`config.mk`:
```
export PLATFORM = sky130hd
export DESIGN_NAME = char_lcd_4bit_sequencer_core
export DESIGN_NICKNAME = d
export VERILOG_FILES = /design/src/sv/clcd_pkg.sv /design/src/sv/char_lcd_4bit_sequencer_core.sv
export SDC_FILE = /design/constraint.sdc
export NUM_CORES = 1
export LEC_CHECK = 0
export ABC_AREA = 1
export ABC_CLOCK_PERIOD_IN_PS = 5300
export BUFFER_PORTS_ARGS = -buffer_cell sky130_fd_sc_hd__buf_4
export CAP_MARGIN = 20
export CORE_MARGIN = 5
export CORE_UTILIZATION = 23
export CTS_BUF_LIST = sky130_fd_sc_hd__clkbuf_2
export CTS_CLUSTER_SIZE = 16
export DETAILED_ROUTE_END_ITERATION = 10
export PLACE_DENSITY = 0.43
export SETUP_SLACK_MARGIN = 0.1
export SLEW_MARGIN = 20
export SYNTH_ARGS = -nofsm -noshare
export SYNTH_HDL_FRONTEND = slang
export SYNTH_SLANG_ARGS = --single-unit
```
`constraint.sdc`:
```
create_clock -name clk -period 5.3 [get_ports clk]
set_clock_uncertainty 0.05 [all_clocks]
set_input_delay 0 -clock clk [delete_from_list [all_inputs] [get_ports clk]]
set_output_delay 0 -clock clk [all_outputs]
set_load 0.005 [all_outputs]
```
`src/sv/clcd_pkg.sv`:
```
// Package for the 4-bit character LCD sequencer.
// Holds the transaction structs, request codes, phase codes and command bytes.
// No dependencies.
package clcd_pkg;

  // Request codes carried in req_type
  localparam logic [2:0] REQ_TICK   = 3'd0;
  localparam logic [2:0] REQ_CHAR   = 3'd1;
  localparam logic [2:0] REQ_CMD    = 3'd2;
  localparam logic [2:0] REQ_CURSOR = 3'd3;
  localparam logic [2:0] REQ_CLEAR  = 3'd4;
  localparam logic [2:0] REQ_INIT   = 3'd5;

  // LCD command bytes
  localparam logic [7:0] CMD_RETURN_HOME = 8'h02;
  localparam logic [7:0] CMD_FUNC_SET    = 8'h28;
  localparam logic [7:0] CMD_DISPLAY_ON  = 8'h0C;
  localparam logic [7:0] CMD_ENTRY_MODE  = 8'h06;
  localparam logic [7:0] CMD_CLEAR       = 8'h01;
  localparam logic [7:0] ROW1_BASE       = 8'h80;
  localparam logic [7:0] ROW2_BASE       = 8'hC0;

  // Delays in microseconds
  localparam int unsigned US_SHORT = 200;
  localparam int unsigned US_LONG  = 2000;
  localparam int unsigned US_START = 20000;

  // Tick count widths: up to 255 ticks per microsecond
  localparam int unsigned SHORT_W = 16;
  localparam int unsigned LONG_W  = 19;
  localparam int unsigned CNT_W   = 23;

  // Index of the last command in the init sequence
  localparam logic [2:0] INIT_LAST = 3'd4;

  typedef enum logic [6:0] {
    PH_IDLE   = 7'b0000001,
    PH_START  = 7'b0000010,
    PH_EHI    = 7'b0000100,
    PH_HOLDHI = 7'b0001000,
    PH_ELO    = 7'b0010000,
    PH_HOLDLO = 7'b0100000,
    PH_FINAL  = 7'b1000000
  } phase_t;

  typedef struct packed {
    logic [2:0] req_type;
    logic [7:0] data_byte;
    logic [1:0] cursor_row;
    logic [5:0] cursor_col;
  } req_t;

  typedef struct packed {
    logic [3:0] bus_nibble;
    logic       reg_select;
    logic       enable_pin;
    logic       accepted;
    logic       busy_res;
  } res_t;

  // Init sequence command table
  function automatic logic [7:0] init_cmd(input logic [2:0] idx);
    logic [7:0] c;
    case (idx)
      3'd0:    c = CMD_RETURN_HOME;
      3'd1:    c = CMD_FUNC_SET;
      3'd2:    c = CMD_DISPLAY_ON;
      3'd3:    c = CMD_ENTRY_MODE;
      3'd4:    c = CMD_CLEAR;
      default: c = CMD_CLEAR;
    endcase
    return c;
  endfunction

endpackage

```
`src/sv/char_lcd_4bit_sequencer_core.sv`:
```
// Top level of the 4-bit character LCD sequencer.
// Depends on clcd_pkg for transaction structs, codes and the init command table.
//
// One transaction is taken per clock: a request or a tick updates the phase
// state and the counter in the accepting cycle and its result sits in the
// output register from the next cycle; the throughput is one item per cycle
// whenever the output side keeps taking results. in_ready follows the output
// register alone (empty, or being taken). Time inside a sequence moves only
// on tick transactions; the configuration register sets how many ticks make
// one microsecond (zero acts as one), and the delay tick counts are formed
// once at each configuration write.
module char_lcd_4bit_sequencer_core
  import clcd_pkg::*;
(
  input  logic       clk,
  input  logic       rst,
  input  logic       in_valid,
  output logic       in_ready,
  input  req_t       in_data,
  output logic       out_valid,
  input  logic       out_ready,
  output res_t       out_data,
  input  logic       cfg_valid,
  output logic       cfg_ready,
  input  logic [7:0] cfg_data
);

  // Delay lengths in ticks
  logic [7:0]         t_enable;
  logic [SHORT_W-1:0] t_short;
  logic [LONG_W-1:0]  t_long;
  logic [CNT_W-1:0]   t_start;
  logic [7:0]         tpm_eff;

  // Sequencer state
  phase_t           phase, phase_next;
  logic [CNT_W-1:0] count, count_next;
  logic [3:0]       bus, bus_next;
  logic             rs, rs_next;
  logic [7:0]       cur_byte, cur_byte_next;
  logic [2:0]       init_idx, init_idx_next;
  logic             in_init, in_init_next;
  logic             final_wait, final_wait_next;
  logic             acc;

  logic             in_fire;
  logic [CNT_W-1:0] cnt_dec;
  logic [7:0]       pos;

  assign cfg_ready = 1'b1;
  assign in_ready  = !out_valid || out_ready;
  assign in_fire   = in_valid && in_ready;
  assign tpm_eff   = (cfg_data == 8'd0) ? 8'd1 : cfg_data;

  // Form delay tick counts at each configuration write
  always_ff @(posedge clk) begin
    if (rst) begin
      t_enable <= 8'd1;
      t_short  <= SHORT_W'(US_SHORT);
      t_long   <= LONG_W'(US_LONG);
      t_start  <= CNT_W'(US_START);
    end else if (cfg_valid && cfg_ready) begin
      t_enable <= tpm_eff;
      t_short  <= SHORT_W'(US_SHORT) * SHORT_W'(tpm_eff);
      t_long   <= LONG_W'(US_LONG) * LONG_W'(tpm_eff);
      t_start  <= CNT_W'(US_START) * CNT_W'(tpm_eff);
    end
  end

  // Cursor address from row (1 or 2) and column; any other row gives the first row's base
  always_comb begin
    case (in_data.cursor_row)
      2'd1:    pos = ROW1_BASE + {2'b00, in_data.cursor_col};
      2'd2:    pos = ROW2_BASE + {2'b00, in_data.cursor_col};
      default: pos = ROW1_BASE;
    endcase
  end

  assign cnt_dec = (count != '0) ? count - CNT_W'(1) : '0;

  // Next state for one transaction
  always_comb begin
    phase_next      = phase;
    count_next      = count;
    bus_next        = bus;
    rs_next         = rs;
    cur_byte_next   = cur_byte;
    init_idx_next   = init_idx;
    in_init_next    = in_init;
    final_wait_next = final_wait;
    acc             = 1'b0;

    if (in_data.req_type == REQ_TICK) begin
      acc = 1'b1;
      if (phase != PH_IDLE) begin
        count_next = cnt_dec;
        if (cnt_dec == '0) begin
          // Advance to the next phase
          case (phase)
            PH_START: begin
              init_idx_next = 3'd0;
              cur_byte_next = init_cmd(3'd0);
              rs_next       = 1'b0;
              bus_next      = 4'(init_cmd(3'd0) >> 4);
              phase_next    = PH_EHI;
              count_next    = CNT_W'(t_enable);
            end
            PH_EHI: begin
              phase_next = PH_HOLDHI;
              count_next = CNT_W'(t_short);
            end
            PH_HOLDHI: begin
              bus_next   = cur_byte[3:0];
              phase_next = PH_ELO;
              count_next = CNT_W'(t_enable);
            end
            PH_ELO: begin
              phase_next = PH_HOLDLO;
              count_next = CNT_W'(t_long);
            end
            PH_HOLDLO: begin
              if (in_init && init_idx < INIT_LAST) begin
                init_idx_next = init_idx + 3'd1;
                cur_byte_next = init_cmd(init_idx + 3'd1);
                rs_next       = 1'b0;
                bus_next      = 4'(init_cmd(init_idx + 3'd1) >> 4);
                phase_next    = PH_EHI;
                count_next    = CNT_W'(t_enable);
              end else if (final_wait) begin
                phase_next = PH_FINAL;
                count_next = CNT_W'(t_long);
              end else begin
                phase_next = PH_IDLE;
                count_next = '0;
              end
            end
            default: begin
              phase_next      = PH_IDLE;
              count_next      = '0;
              in_init_next    = 1'b0;
              final_wait_next = 1'b0;
            end
          endcase
        end
      end
    end else if (in_data.req_type <= REQ_INIT && phase == PH_IDLE) begin
      acc             = 1'b1;
      in_init_next    = 1'b0;
      final_wait_next = 1'b0;
      phase_next      = PH_EHI;
      count_next      = CNT_W'(t_enable);
      rs_next         = 1'b0;
      case (in_data.req_type)
        REQ_CHAR: begin
          cur_byte_next = in_data.data_byte;
          rs_next       = 1'b1;
        end
        REQ_CMD: begin
          cur_byte_next = in_data.data_byte;
        end
        REQ_CURSOR: begin
          cur_byte_next = pos;
        end
        REQ_CLEAR: begin
          cur_byte_next   = CMD_CLEAR;
          final_wait_next = 1'b1;
        end
        default: begin
          // Init: start wait, bus and register select keep their levels
          in_init_next    = 1'b1;
          final_wait_next = 1'b1;
          init_idx_next   = 3'd0;
          phase_next      = PH_START;
          count_next      = t_start;
          rs_next         = rs;
        end
      endcase
      if (in_data.req_type != REQ_INIT) begin
        bus_next = cur_byte_next[7:4];
      end
    end
  end

  // Update state on each accepted transaction
  always_ff @(posedge clk) begin
    if (rst) begin
      phase      <= PH_IDLE;
      count      <= '0;
      bus        <= 4'd0;
      rs         <= 1'b0;
      cur_byte   <= 8'd0;
      init_idx   <= 3'd0;
      in_init    <= 1'b0;
      final_wait <= 1'b0;
    end else if (in_fire) begin
      phase      <= phase_next;
      count      <= count_next;
      bus        <= bus_next;
      rs         <= rs_next;
      cur_byte   <= cur_byte_next;
      init_idx   <= init_idx_next;
      in_init    <= in_init_next;
      final_wait <= final_wait_next;
    end
  end

  // Output register
  always_ff @(posedge clk) begin
    if (rst) begin
      out_valid <= 1'b0;
    end else if (in_fire) begin
      out_valid <= 1'b1;
    end else if (out_ready) begin
      out_valid <= 1'b0;
    end
  end

  always_ff @(posedge clk) begin
    if (in_fire) begin
      out_data.bus_nibble <= bus_next;
      out_data.reg_select <= rs_next;
      out_data.enable_pin <= (phase_next == PH_EHI) || (phase_next == PH_ELO);
      out_data.accepted   <= acc;
      out_data.busy_res   <= (phase_next != PH_IDLE);
    end
  end

`ifndef SYNTH
  // A running phase always has time left, idle has none
  a_count_live: assert property (@(posedge clk) disable iff (rst)
    (phase != PH_IDLE) |-> (count != '0))
    else $error("running phase with zero count");

  a_count_idle: assert property (@(posedge clk) disable iff (rst)
    (phase == PH_IDLE) |-> (count == '0))
    else $error("idle phase with nonzero count");

  a_init_idx: assert property (@(posedge clk) disable iff (rst)
    init_idx <= INIT_LAST)
    else $error("init index past last command");

  // A tick is never refused
  a_tick_taken: assert property (@(posedge clk) disable iff (rst)
    (in_fire && in_data.req_type == REQ_TICK) |=> out_data.accepted)
    else $error("tick transaction refused");

  // Enable strobe only while a sequence runs
  a_enable_busy: assert property (@(posedge clk) disable iff (rst)
    (out_valid && out_data.enable_pin) |-> out_data.busy_res)
    else $error("enable high while not busy");
`endif

endmodule
```
Word level (Yosys, flattened, before mapping)
Cells that the tools add are included.

storage, ports and cells
  register bits after elaboration = 111
  bits in latches = 0
  bits in writable memories = 0
  bits in read-only memories = 0
  input bits = 32
  word-level logic and storage cells = 139
  memories kept = 0

cells by class
  add/subtract/negate cells = 4
  multipliers = 3
  divide/modulo/power cells = 0
  $lt $le $gt $ge = 2
  eq/ne operators = 26
  shift operators = 0
  multiplexer cells = 60
  bitwise gates (word level) = 0
  reductions and logical operators = 25

operator list
  operator                 number
  $mux W23                 6
  $pmux W19 S4             1
  $mux W8                  6
  $mux W7                  6
  $mux W19                 2
  $pmux W7 S5              1
  $pmux W8 S2              2
  $mux W4                  6
  $pmux W6 S4              1
  $pmux W8 S3              1
  $logic_not A23 Y1        1
  $reduce_bool A23 Y1      1
  $sub A23 B1 Y23 const B  1
  $mux W3                  7
  $mul A10 B8 Y18 const A  1
  $mux W1                  17
  $mul A7 B8 Y15 const A   1
  $eq A7 B3 Y1 const B     2
  $eq A7 B5 Y1 const B     2
  $ne A7 B1 Y1 const B     2
  $reduce_and A7 Y1        2
  $mul A5 B8 Y13 const A   1
  $eq A3 B2 Y1 const B     4
  $pmux W4 S3              1
  33 further kinds         45

Depth between registers and ports, before layout
  depth after elaboration = 9
  mapped depth = 28
  mapped depth without buffers = 28

Worst setup path after synthesis
OpenSTA, ideal clock, no wires.

  path type = input-to-reg
  from = input cfg_data[4]
  to = register t_start[20]
  setup time = 115 ps
  arrival = 4167 ps
  required time = 5135 ps
  path slack = 967 ps
  stages on the path = 19
  path through = inv_1 > ha_1 > nand4_1 > inv_1 > nor2_1 > fa_1 > fa_1 > ha_1 > inv_1 > fa_1 > inv_1 > ha_1 > nand2_1 > nor2_1 > a2111oi_0 > o21ai_0 > xor2_1 > o21ai_0 > inv_1

on the way
  longest elaborated chain between the ends = 3

RTL lines
  element                 line                                text
  start: declaration      char_lcd_4bit_sequencer_core.sv:25  input logic [7:0] cfg_data
  $logic_not A8 Y1        char_lcd_4bit_sequencer_core.sv:53  assign tpm_eff = (cfg_data == 8'd0) ? 8'd1 : cfg_data;
  $mux W8                 char_lcd_4bit_sequencer_core.sv:53
  via tpm_eff[5]          char_lcd_4bit_sequencer_core.sv:33  logic [7:0] tpm_eff;
  $mul A10 B8 Y18         char_lcd_4bit_sequencer_core.sv:66  t_start <= CNT_W'(US_START) * CNT_W'(tpm_eff);
  end signal: assignment  char_lcd_4bit_sequencer_core.sv:61  t_start <= CNT_W'(US_START);
  end signal: assignment  char_lcd_4bit_sequencer_core.sv:66
  end: declaration        char_lcd_4bit_sequencer_core.sv:32  logic [CNT_W-1:0] t_start;

The timed path passes the listed nets, and every way through them passes these cells.
A chain may end at the register's enable or synchronous reset.

Final worst setup path
  from = input cfg_data[6]
  to = register t_long[17]

on the way
  longest elaborated chain between the ends = 3

RTL lines
  element                 line                                text
  $logic_not A8 Y1        char_lcd_4bit_sequencer_core.sv:53
  $mux W8                 char_lcd_4bit_sequencer_core.sv:53
  via tpm_eff[3]          char_lcd_4bit_sequencer_core.sv:33
  $mul A7 B8 Y15          char_lcd_4bit_sequencer_core.sv:65  t_long <= LONG_W'(US_LONG) * LONG_W'(tpm_eff);
  end signal: assignment  char_lcd_4bit_sequencer_core.sv:60  t_long <= LONG_W'(US_LONG);
  end signal: assignment  char_lcd_4bit_sequencer_core.sv:65
  end: declaration        char_lcd_4bit_sequencer_core.sv:31  logic [LONG_W-1:0] t_long;

The timed path passes the listed nets, and every way through them passes these cells.

==> flow_summary.json <==
{
  "die_y_um": 206,
  "max_freq_mhz": 215,
  "p_seq_frac": 0.321,
  "wl_met1_um": 13700,
  "cts_made_buffers": 9,
  "cp_max_fo": 8,
  "syn-cell-area_mm2": 0.00882,
  "syn_avg_cell_area_um2": 7.04,
  "crit_end": "t_long[17]",
  "holdCritStartpoint": "cfg_data[7]",
  "rsz0062_at_grt": "no",
  "first_pass_iters": 5,
  "path_clk_slew_ns": 0.31,
  "max_slew_margin": 0.435,
  "clkSinkCount": 102,
  "routed_wl_um": 27900,
  "synth.net_count": 1418,
  "worstReg2RegStart": "count[0]",
  "wl_met3_um": 754,
  "grt.overflow.total": 0,
  "grt_usage": 0.133,
  "num_vias": 8296,
  "critPathArrivalTime_ns": 5.20,
  "die_area_mm2": 0.0424,
  "synth-async-reset-ratio": 0,
  "synthCells": 1254,
  "core_mm2": 0.0378,
  "final_hold_viol_count": 0,
  "synth_top_area_cell": "dfxtp_1",
  "vdd_drop_max_mv": 0.150,
  "synth_edf_count": 8,
  "insertion_delay_ns": 0.67,
  "met2WireLength_um": 12800,
  "synthFlopType": "dfxtp_1",
  "yosys.cell_types.count": 48,
  "cts.path.max_buffers": 2,
  "leakage_nw": 4.98,
  "hold_ws_ns": 0.0396,
  "layout.cells.non_filler": 1824,
  "avgRoutedWirePerCell_um": 15.3,
  "dp_hpwl_um": 21800,
  "rr_worst_depth": 18,
  "pwr-share-clk": 0.134,
  "status": "completed",
  "final.setup.tns_ns": 0,
  "gp_congestion": 0.847,
  "hold_path_class": "in2reg",
  "critPathLaunch": "cfg_data[6]",
  "maxCapViolCount": 0,
  "ios": 43,
  "clockRootBuffer": "clkbuf_2",
  "grt_max_degree": 54,
  "pwr-share-comb": 0.544,
  "fin_ws_ns": 0.638,
  "placedCellCount": 1776,
  "final_util": 0.267,
  "place_area_mm2": 0.00967,
  "setup_viol": 0,
  "place_ws_ns": 0.485,
  "ant_nets": 0,
  "postLayoutCellArea_mm2": 0.0101,
  "swShare": 0.474,
  "crit_path_end_kind": "flip-flop",
  "tritoncts": "yes",
  "power.internal_mw": 1.56,
  "top_layer": "met4",
  "criticalPathCategory": "in2reg",
  "synth_xor_xnor_area_share": 0.0308,
  "worstReg2RegEnd": "init_idx[0]",
  "final_common_cell": "inv_1",
  "num-nets-final": 1471,
  "p_switching_mw": 1.40,
  "synth_mux_area_frac": 0,
  "via_per_inst": 4.55,
  "yosys.area_share.simple": 0.216,
  "grt_pass1_wl_um": 44900,
  "crit_path_start_kind": "primary input",
  "powerDensity_mw_per_mm2": 293,
  "postCtsResizedCells": 0,
  "floorplan.initialDensity": 0.234,
  "netlist.area_leader.share": 0.213,
  "synth_area_leaders": "dfxtp_1 21%, ha_1 14%, inv_1 9.3%, nand2_1 8.8%, fa_1 7.3%",
  "fin_crit_ns": 4.66,
  "port_buffers": 41,
  "worstPathRequired_ns": 5.84,
  "htree_num_levels": 3,
  "rows": 71,
  "layout_common_cells": "218 x inv_1, 206 x nand2_1, 123 x a21oi_1",
  "synth_top_family_by_area": "simple AND/OR/NAND/NOR gates",
  "worstMarginPinSlew_ns": 0.846,
  "antenna_found_initial": 1,
  "fin_crit_sh": 0.880,
  "syn_to_final_growth_pct": 14.4,
  "die_w_um": 206,
  "yosysSeqAreaShare": 0.240,
  "maxSlewViolCount": 0,
  "drt_iter0_markers": 557,
  "synth_compound_area_frac": 0.181,
  "power.total_mw": 2.96,
  "route.detailed.drc": 0,
  "grt_pass1_vias": 8044,
  "rrSetupSlack_ns": 1.78,
  "synth_fa_ha_area_frac": 0.214,
  "yosys_warnings": 0,
  "drive_gt1_frac": 0.0739,
  "ys_ff_latch": 102
}
cell usage after synthesis, types with 8 or more instances:
library cell    n
o22ai_1         8
nand2_1       206
xnor2_1        11
ha_1          100
fa_1           32
a31oi_1         8
dfxtp_1        94
nor2_2          9
a21oi_1       123
xor2_1         20
nand4_1        15
edfxtp_1        8
a221oi_1        9
inv_1         218
clkbuf_1       28
nand3_1        72
nor2_1        100
o21ai_0       106
layer usage:
metal / vias to the layer above / GRT usage
li1: 4224 / -
met1: 3914 / 0.188
met2: 126 / 0.217
met3: 32 / 0.0119
met4: 0 / 0.0390
met5: - / 0
cells by family after synthesis:
kind of cell,count (synthesis)
simple gates,433
compound gates,289
fa+ha+maj,132
other cells,1
flops,102
buf+inv,266
xor+xnor,31
power groups by stage:
stage	Combinational, mW	Clock (mW)	Sequential [mW]
after floorplan	1.19	0	0.939
after global placement	1.61	0	0.963
after detailed placement	1.60	0	0.965
after CTS	1.63	0.414	0.951
after global routing	1.87	0.448	0.963
final	1.61	0.397	0.952
what timing repair did:
action / in CTS / in global routing
hold endpoints to repair: 93 / 0
setup buffers: 0 / 0
hold buffers: 31 / 0
flip-flops by register name (all words and copies together), names as in the netlist:
name	cells
in_init	1
out_valid	1
t_enable	8
out_data	8
rs	1
t_start	14
phase	7
t_long	13
cur_byte	8
bus	4
final_wait	1
t_short	10
count	23
init_idx	3
worst min path at each step:
stage | to | slack (ns) | cells past startpoint
final | t_enable[7] | 0.04 | 6
after global routing | t_short[15] | 0.05 | 5
after CTS | t_enable[7] | 0.01 | 6
after detailed placement | in_ready | 0.26 | 4
after global placement | in_ready | 0.25 | 4
after floorplan | in_ready | 0.05 | 2
final cells by class:
class	instances	area, um^2
multi-input cells	886	5680
fillers	4231	27700
flip-flops and latches	102	2120
diodes	1	2.50
clock inverters	7	66.3
inverters	226	848
repair buffers	82	693
well taps	511	639
clock buffers	9	45.0
worst max-delay path, stage by stage:
cell and delay [ns]:
dlygate4sd3_1 0.53, buf_4 0.17, inv_1 0.09, ha_1 0.20
nand4_1 0.11, inv_1 0.11, nor2_1 0.30, nor2_1 0.09
nor2_1 0.28, inv_1 0.12, fa_1 0.54, inv_1 0.05
fa_1 0.50, inv_1 0.05, fa_1 0.49, inv_1 0.04
ha_1 0.36, a21oi_1 0.22, nand2_1 0.10, a21oi_1 0.21
nor2_1 0.06, o21ai_0 0.14, nand2_1 0.09, a21oi_1 0.13
o21ai_0 0.10, o211ai_1 0.08, inv_1 0.05
Power figures use the tool's default switching activity.
